`config.mk`:
```
export PLATFORM = sky130hd
export DESIGN_NAME = mixer_keystream_xor_cipher
export DESIGN_NICKNAME = d
export VERILOG_FILES = /design/src/design/mkx_pkg.sv /design/src/design/mkx_mul.sv /design/src/design/mkx_core.sv /design/src/design/mixer_keystream_xor_cipher.sv
export SDC_FILE = /design/constraint.sdc
export NUM_CORES = 2
export LEC_CHECK = 0
export BUFFER_PORTS_ARGS = -buffer_cell sky130_fd_sc_hd__buf_2
export CORE_UTILIZATION = 59
export CTS_CLUSTER_DIAMETER = 50
export DETAILED_ROUTE_END_ITERATION = 6
export PLACE_DENSITY = 0.79
export REMOVE_ABC_BUFFERS = 1
export SYNTH_ARGS = -nofsm -noshare
export SYNTH_HDL_FRONTEND = slang
export SYNTH_HIERARCHICAL = 1
export SYNTH_SLANG_ARGS = --single-unit
```
`constraint.sdc`:
```
create_clock -name clk_i -period 9.8 [get_ports clk_i]
set_input_delay 0.98 -clock clk_i [delete_from_list [all_inputs] [get_ports clk_i]]
set_output_delay 0.98 -clock clk_i [all_outputs]
set_load 0.005 [all_outputs]
```
`src/design/mkx_pkg.sv`:
```
// Shared types, constants and helpers for the keystream XOR cipher.
package mkx_pkg;

  localparam logic [63:0] GOLD_MUL   = 64'h9e37_79b9_7f4a_7c15;
  localparam logic [63:0] DOMAIN_MUL = 64'hd6e8_feb8_6659_fd93;
  localparam logic [63:0] FIN_MUL1   = 64'hbf58_476d_1ce4_e5b9;
  localparam logic [63:0] FIN_MUL2   = 64'h94d0_49bb_1331_11eb;

  localparam int unsigned FIN_SH1 = 30;
  localparam int unsigned FIN_SH2 = 27;
  localparam int unsigned FIN_SH3 = 31;

  // partial product order of a 64x64 mod 2^64 multiply
  localparam logic [1:0] PART_LL  = 2'd0;
  localparam logic [1:0] PART_LH  = 2'd1;
  localparam logic [1:0] PART_HL  = 2'd2;
  localparam logic [1:0] PART_END = 2'd3;

  typedef enum logic [2:0] {
    ST_IDLE,
    ST_LOAD,
    ST_MUL,
    ST_FOLD,
    ST_DONE
  } state_e;

  typedef enum logic [1:0] {
    OP_GOLD,
    OP_DOM,
    OP_FIN1,
    OP_FIN2
  } op_e;

  typedef struct packed {
    logic [7:0]  data_byte;
    logic [31:0] obj_id;
    logic [31:0] key_domain;
    logic [31:0] pos;
  } item_t;

  typedef struct packed {
    logic        en;
    logic        shift;
    logic [31:0] a;
    logic [31:0] b;
  } mul_req_t;

  typedef struct packed {
    logic        vld;
    logic        shift;
    logic [63:0] prod;
  } mul_rsp_t;

  function automatic logic [63:0] op_const(op_e op);
    logic [63:0] k;
    case (op)
      OP_GOLD: k = GOLD_MUL;
      OP_DOM:  k = DOMAIN_MUL;
      OP_FIN1: k = FIN_MUL1;
      OP_FIN2: k = FIN_MUL2;
      default: k = GOLD_MUL;
    endcase
    return k;
  endfunction

endpackage

```
`src/design/mkx_mul.sv`:
```
// Registered 32x32 multiplier shared by all partial products.
module mkx_mul (
  input  logic              clk_i,
  input  logic              rst_ni,
  input  mkx_pkg::mul_req_t req_i,
  output mkx_pkg::mul_rsp_t rsp_o
);

  logic        vld_q;
  logic        shift_q;
  logic [63:0] prod_q;

  always_ff @(posedge clk_i or negedge rst_ni) begin
    if (!rst_ni) begin
      vld_q <= 1'b0;
    end else begin
      vld_q <= req_i.en;
    end
  end

  always_ff @(posedge clk_i) begin
    if (req_i.en) begin
      shift_q <= req_i.shift;
      prod_q  <= 64'(req_i.a) * 64'(req_i.b);
    end
  end

  assign rsp_o.vld   = vld_q;
  assign rsp_o.shift = shift_q;
  assign rsp_o.prod  = prod_q;

endmodule

```
`src/design/mkx_core.sv`:
```
// Sequencer and datapath: keystream word build, splitmix64 finalizer, byte XOR.
module mkx_core (
  input  logic           clk_i,
  input  logic           rst_ni,
  input  logic [63:0]    seed_i,
  input  logic           start_i,
  input  mkx_pkg::item_t item_i,
  output logic           ready_o,
  output logic           done_o,
  output logic [7:0]     result_o,
  input  logic           take_i
);

  mkx_pkg::state_e   st_q, st_d;
  mkx_pkg::op_e      op_q, op_d;
  logic [1:0]        part_q, part_d;
  logic [63:0]       x_q, x_d;
  logic [63:0]       acc_q, acc_d;
  logic [63:0]       w_q, w_d;
  mkx_pkg::item_t    item_q, item_d;
  mkx_pkg::mul_req_t mul_req;
  mkx_pkg::mul_rsp_t mul_rsp;
  logic [63:0]       k;
  logic [63:0]       addend;
  logic [63:0]       fin;

  mkx_mul u_mul (
    .clk_i  (clk_i),
    .rst_ni (rst_ni),
    .req_i  (mul_req),
    .rsp_o  (mul_rsp)
  );

  assign k      = mkx_pkg::op_const(op_q);
  assign addend = mul_rsp.shift ? {mul_rsp.prod[31:0], 32'b0} : mul_rsp.prod;
  assign fin    = w_q ^ (w_q >> mkx_pkg::FIN_SH3);

  always_ff @(posedge clk_i or negedge rst_ni) begin
    if (!rst_ni) begin
      st_q   <= mkx_pkg::ST_IDLE;
      op_q   <= mkx_pkg::OP_GOLD;
      part_q <= mkx_pkg::PART_LL;
    end else begin
      st_q   <= st_d;
      op_q   <= op_d;
      part_q <= part_d;
    end
  end

  always_ff @(posedge clk_i) begin
    x_q    <= x_d;
    acc_q  <= acc_d;
    w_q    <= w_d;
    item_q <= item_d;
  end

  always_comb begin
    st_d     = st_q;
    op_d     = op_q;
    part_d   = part_q;
    x_d      = x_q;
    acc_d    = acc_q;
    w_d      = w_q;
    item_d   = item_q;
    mul_req  = '0;
    ready_o  = 1'b0;
    done_o   = 1'b0;
    result_o = item_q.data_byte ^ 8'(fin >> {item_q.pos[2:0], 3'b000});

    if (mul_rsp.vld) begin
      acc_d = acc_q + addend;
    end

    case (st_q)
      mkx_pkg::ST_IDLE: begin
        ready_o = 1'b1;
        if (start_i) begin
          item_d = item_i;
          op_d   = mkx_pkg::OP_GOLD;
          st_d   = mkx_pkg::ST_LOAD;
        end
      end
      mkx_pkg::ST_LOAD: begin
        case (op_q)
          mkx_pkg::OP_GOLD: x_d = {32'b0, item_q.obj_id};
          mkx_pkg::OP_DOM:  x_d = {32'b0, item_q.key_domain};
          mkx_pkg::OP_FIN1: x_d = w_q ^ (w_q >> mkx_pkg::FIN_SH1);
          mkx_pkg::OP_FIN2: x_d = w_q ^ (w_q >> mkx_pkg::FIN_SH2);
          default:          x_d = w_q;
        endcase
        acc_d  = '0;
        part_d = mkx_pkg::PART_LL;
        st_d   = mkx_pkg::ST_MUL;
      end
      mkx_pkg::ST_MUL: begin
        case (part_q)
          mkx_pkg::PART_LL: begin
            mul_req = '{en: 1'b1, shift: 1'b0, a: x_q[31:0], b: k[31:0]};
          end
          mkx_pkg::PART_LH: begin
            mul_req = '{en: 1'b1, shift: 1'b1, a: x_q[31:0], b: k[63:32]};
          end
          mkx_pkg::PART_HL: begin
            mul_req = '{en: 1'b1, shift: 1'b1, a: x_q[63:32], b: k[31:0]};
          end
          default: begin
            mul_req = '0;
          end
        endcase
        if (part_q == mkx_pkg::PART_END) begin
          st_d = mkx_pkg::ST_FOLD;
        end else begin
          part_d = part_q + 2'd1;
        end
      end
      mkx_pkg::ST_FOLD: begin
        case (op_q)
          mkx_pkg::OP_GOLD: w_d = seed_i ^ acc_q;
          mkx_pkg::OP_DOM:  w_d = w_q ^ acc_q ^ {35'b0, item_q.pos[31:3]};
          default:          w_d = acc_q;
        endcase
        if (op_q == mkx_pkg::OP_FIN2) begin
          st_d = mkx_pkg::ST_DONE;
        end else begin
          op_d = mkx_pkg::op_e'(op_q + 2'd1);
          st_d = mkx_pkg::ST_LOAD;
        end
      end
      mkx_pkg::ST_DONE: begin
        done_o = 1'b1;
        if (take_i) begin
          st_d = mkx_pkg::ST_IDLE;
        end
      end
      default: begin
        st_d = mkx_pkg::ST_IDLE;
      end
    endcase
  end

endmodule

```
`src/design/mixer_keystream_xor_cipher.sv`:
```
// Top level: seed register, byte position, handshakes and output register.
// Each byte needs twelve 32x32 partial products on the single shared multiplier,
// plus load/fold steps per 64-bit product, before its result is ready.
// in_ready_o drops while a byte is in work, and while its result waits for a full output register.
// Reset clears seed, byte position, sequencer and output valid.
module mixer_keystream_xor_cipher (
  input  logic        clk_i,
  input  logic        rst_ni,
  input  logic        cfg_we_i,
  input  logic [63:0] cfg_wdata_i,
  input  logic        in_valid_i,
  output logic        in_ready_o,
  input  logic [7:0]  data_byte_i,
  input  logic [31:0] obj_id_i,
  input  logic [31:0] key_domain_i,
  input  logic        last_byte_i,
  output logic        out_valid_o,
  input  logic        out_ready_i,
  output logic [7:0]  out_byte_o
);

  logic [63:0]    seed_q;
  logic [31:0]    pos_q;
  logic           out_valid_q;
  logic [7:0]     out_byte_q;
  logic           in_acc;
  logic           take;
  logic           core_ready;
  logic           core_done;
  logic [7:0]     core_result;
  mkx_pkg::item_t item;

  assign in_acc     = in_valid_i && core_ready;
  assign in_ready_o = core_ready;
  assign take       = !out_valid_q || out_ready_i;

  assign item.data_byte  = data_byte_i;
  assign item.obj_id     = obj_id_i;
  assign item.key_domain = key_domain_i;
  assign item.pos        = pos_q;

  mkx_core u_core (
    .clk_i    (clk_i),
    .rst_ni   (rst_ni),
    .seed_i   (seed_q),
    .start_i  (in_acc),
    .item_i   (item),
    .ready_o  (core_ready),
    .done_o   (core_done),
    .result_o (core_result),
    .take_i   (take)
  );

  always_ff @(posedge clk_i or negedge rst_ni) begin
    if (!rst_ni) begin
      seed_q      <= '0;
      pos_q       <= '0;
      out_valid_q <= 1'b0;
    end else begin
      if (cfg_we_i) begin
        seed_q <= cfg_wdata_i;
      end
      if (in_acc) begin
        pos_q <= last_byte_i ? 32'd0 : pos_q + 32'd1;
      end
      if (take) begin
        out_valid_q <= core_done;
      end
    end
  end

  always_ff @(posedge clk_i) begin
    if (take && core_done) begin
      out_byte_q <= core_result;
    end
  end

  assign out_valid_o = out_valid_q;
  assign out_byte_o  = out_byte_q;

`ifndef SYNTH
  a_busy_after_accept: assert property (@(posedge clk_i) disable iff (!rst_ni)
    in_valid_i && in_ready_o |=> !in_ready_o)
    else $error("core still ready after accepting a transaction");

  a_pos_restart: assert property (@(posedge clk_i) disable iff (!rst_ni)
    in_valid_i && in_ready_o && last_byte_i |=> pos_q == 32'd0)
    else $error("byte position did not restart after last byte");

  a_done_lands: assert property (@(posedge clk_i) disable iff (!rst_ni)
    core_done && take |=> out_valid_o && in_ready_o)
    else $error("finished result not moved to output register");
`endif

endmodule
```
==> results_dict.tcl <==
set metrics [dict create \
    outcome "complete, no violations" \
    min_path_type "in2async" \
    fin_skew_ns 0.0303 \
    fillCellCount 7877 \
    critPathCaptureType "flip-flop" \
    avgSynthCellArea_um2 9.79 \
    core_area_um2 98900 \
    cts_root_buffer "clkbuf_16" \
    hold_violations 0 \
    setup_viol 0 \
    die-width_um 319 \
    grt_overflow 0 \
    die-area_um2 102000 \
    ctsHoldBuffers 0 \
    worst-setup-path-type "reg2reg" \
    cts_tree "built" \
    cts.clk_slew.worst_paths_ns 0.06 \
    cp_num_buf_inv 8 \
    initial_core_util_pct 59.8 \
    slew_viol_final 0 \
    grt_pass1_wl_um 268000 \
    slowest_delay_ns 0.60 \
    via_count 44964 \
    wirelength_met1_um 65200 \
    fin_crit_sh_pct 95.6 \
    io_buffers 151 \
    cp.arrival_ns 9.74 \
    synth-edff-count 305 \
    relSlewSlack_pct 8.09 \
    cp_top_family "adder cells" \
    max_freq_mhz 107 \
    clock_latency_ns 0.65 \
    grt.total_usage_pct 34.3 \
    path_common_cell "fa_1" \
    cp-start-kind "flip-flop" \
    antenna_found_initial 3 \
    wl_per_cell_um 23.3 \
    synth-seq-cells 474 \
    ys_seq_area_share_pct 22.1 \
    yosysMostFrequentCell "inv_1" \
    final_layout_size_suffix_gt1_share_pct 10.2 \
    drc 0 \
    ys.flop_type "edfxtp_1" \
    antenna_left 0 \
    cts_buffer_depth 3 \
    final_nets 7365 \
    boundaryPins 152 \
    synth_top_area_cell "fa_1" \
    h-tree-depth 2 \
    first_global_vias 46033 \
    dr_wl_met2_um 79900 \
    synth_area_um2 59100 \
    via_per_inst 6.14 \
    ys_top_cells_by_area "fa_1 (30%), edfxtp_1 (15%), ha_1 (7.2%), and2_1 (6.5%), inv_1 (5.9%)" \
    synth_commonest_cells "inv_1 (929), fa_1 (897), and2_1 (613)" \
    area.growth.synth_to_final_pct 6.88 \
    dr_wl_met3_um 15600 \
    maxCapViolations 0 \
    path_max_fanout 31 \
    firstDrtPassIters 6 \
    die_y_um 319 \
    syn_inst 6044 \
    synth.top_cell.area_share_pct 30.4 \
    synth_cell_types 100 \
    dr.first_iter.drc_count 4553 \
    final_cells 7321 \
    hpwl_um 134000 \
    ys_warn_count 6 \
    top_layer_used "met5" \
    core.rowCount 115 \
    post-route-min-period_ns 9.37 \
    worst_pin_slew_ns 1.38 \
    tns_ns 0 \
    grt_max_degree 79 \
    cts_buffers 53 \
    dpl.cell_count 7215 \
    synthArstFlopShare_pct 22.2 \
    rsz0062_at_grt "false" \
    cp_data_required_time_ns 10.17 \
    cts_sinks 474 \
    slowest_stage "fa_1" \
    drt_wl_total_um 171000 \
    gp_congestion 0.998 \
]
## metal layers
metal	global-route usage [%]	vias up
met3	5.67	532
met4	17.1	4
met5	0	-
li1	-	19371
met1	45.3	22721
met2	54.8	2336
## per-stage QoR
| stage | area, um2 | utilization, % | setup WS (ns) | hold WS (ns) |
|---|---|---|---|---|
| finish | 63200 | 63.9 | 0.427 | 0.420 |
| global route | 63200 | 63.9 | 0.0872 | 0.481 |
| CTS | 63100 | 63.8 | 0.0679 | 0.443 |
| detailed placement | 61300 | 62.0 | 0.0889 | 0.476 |
| floorplan | 57600 | - | -3.00 | 0.438 |
| global placement | 61300 | 62.0 | 0.319 | 0.489 |
## registers in the layout (all words and copies together), names as in the netlist
signal                count
u_core/acc_q             64
u_core/st_q               3
u_core/op_q               2
pos_q                    32
out_valid_o               1
u_core/x_q               64
seed_q                   64
u_core/u_mul/shift_q      1
out_byte_o                8
u_core/part_q             2
u_core/item_q           104
u_core/u_mul/prod_q      64
u_core/u_mul/vld_q        1
u_core/w_q               64
## final cells by class
type | instances | area (um2) | share of cell area, %
diodes | 2 | 5.00 | 0.00792
repair buffers | 288 | 1880 | 2.98
inverters | 932 | 3500 | 5.54
clock buffers | 64 | 1410 | 2.23
multi-input cells | 4238 | 41400 | 65.4
well taps | 1287 | 1610 | 2.55
clock inverters | 36 | 368 | 0.582
flip-flops and latches | 474 | 13100 | 20.7
## cell usage in the layout, fill, tap and decap left out, drive strengths merged, types with 143 or more instances in the layout
cell and count:
a21oi 203, and2 613, buf 288, edfxtp 305
fa 897, ha 339, inv 937, nand2 607
nor2 227, xor2 143
## cell families (layout without fill, tap and decap cells)
| group | after synthesis | count (layout) | synth area share (%) |
|---|---|---|---|
| DFF | 474 | 474 | 22.1 |
| other | 0 | 2 | 0 |
| xor gates and xnor gates | 256 | 256 | 3.79 |
| adders and majority gates | 1236 | 1236 | 37.5 |
| and+or+nand+nor | 1785 | 1787 | 15.3 |
| muxes | 163 | 163 | 3.31 |
| AOI/OAI and AO/OA | 796 | 796 | 9.41 |
| buffers and inverters | 1334 | 1320 | 8.53 |
## worst paths after layout
| kind | start | end | slack (ns) | cells past startpoint |
|---|---|---|---|---|
| setup / recovery | u_core/part_q[0] | u_core/u_mul/prod_q[63] | 0.43 | 32 |
| hold / removal | rst_ni | seed_q[49] | 0.42 | 1 |
| setup reg to reg | u_core/part_q[0] | u_core/u_mul/prod_q[63] | 0.43 | 32 |
| hold reg to reg | pos_q[25] | u_core/item_q[25] | 0.50 | 0 |
| max in group asynchronous | rst_ni | u_core/op_q[1] | 8.02 | 2 |
| min in group clk_i | pos_q[25] | u_core/item_q[25] | 0.50 | 0 |
## repair_timing
| action | CTS | global route |
|---|---|---|
| gates resized for setup | 0 | 15 |
| setup endpoints to repair | 0 | 15 |
| buffers inserted | 0 | 2 |
## worst register-to-register path: cells and delay by family, from the launching register on
family                   cells  cell delay, ns
AO/OA/AOI/OAI                7            1.76
adder cells (fa/ha/maj)     10            4.54
buffers and inverters        8            1.08
flip-flops                   1            0.45
AND/OR/NAND/NOR              7            1.30
Power is left out: the tool's default activity adds up to more than one toggle a clock period on the data nets, which glitch-free logic cannot reach.
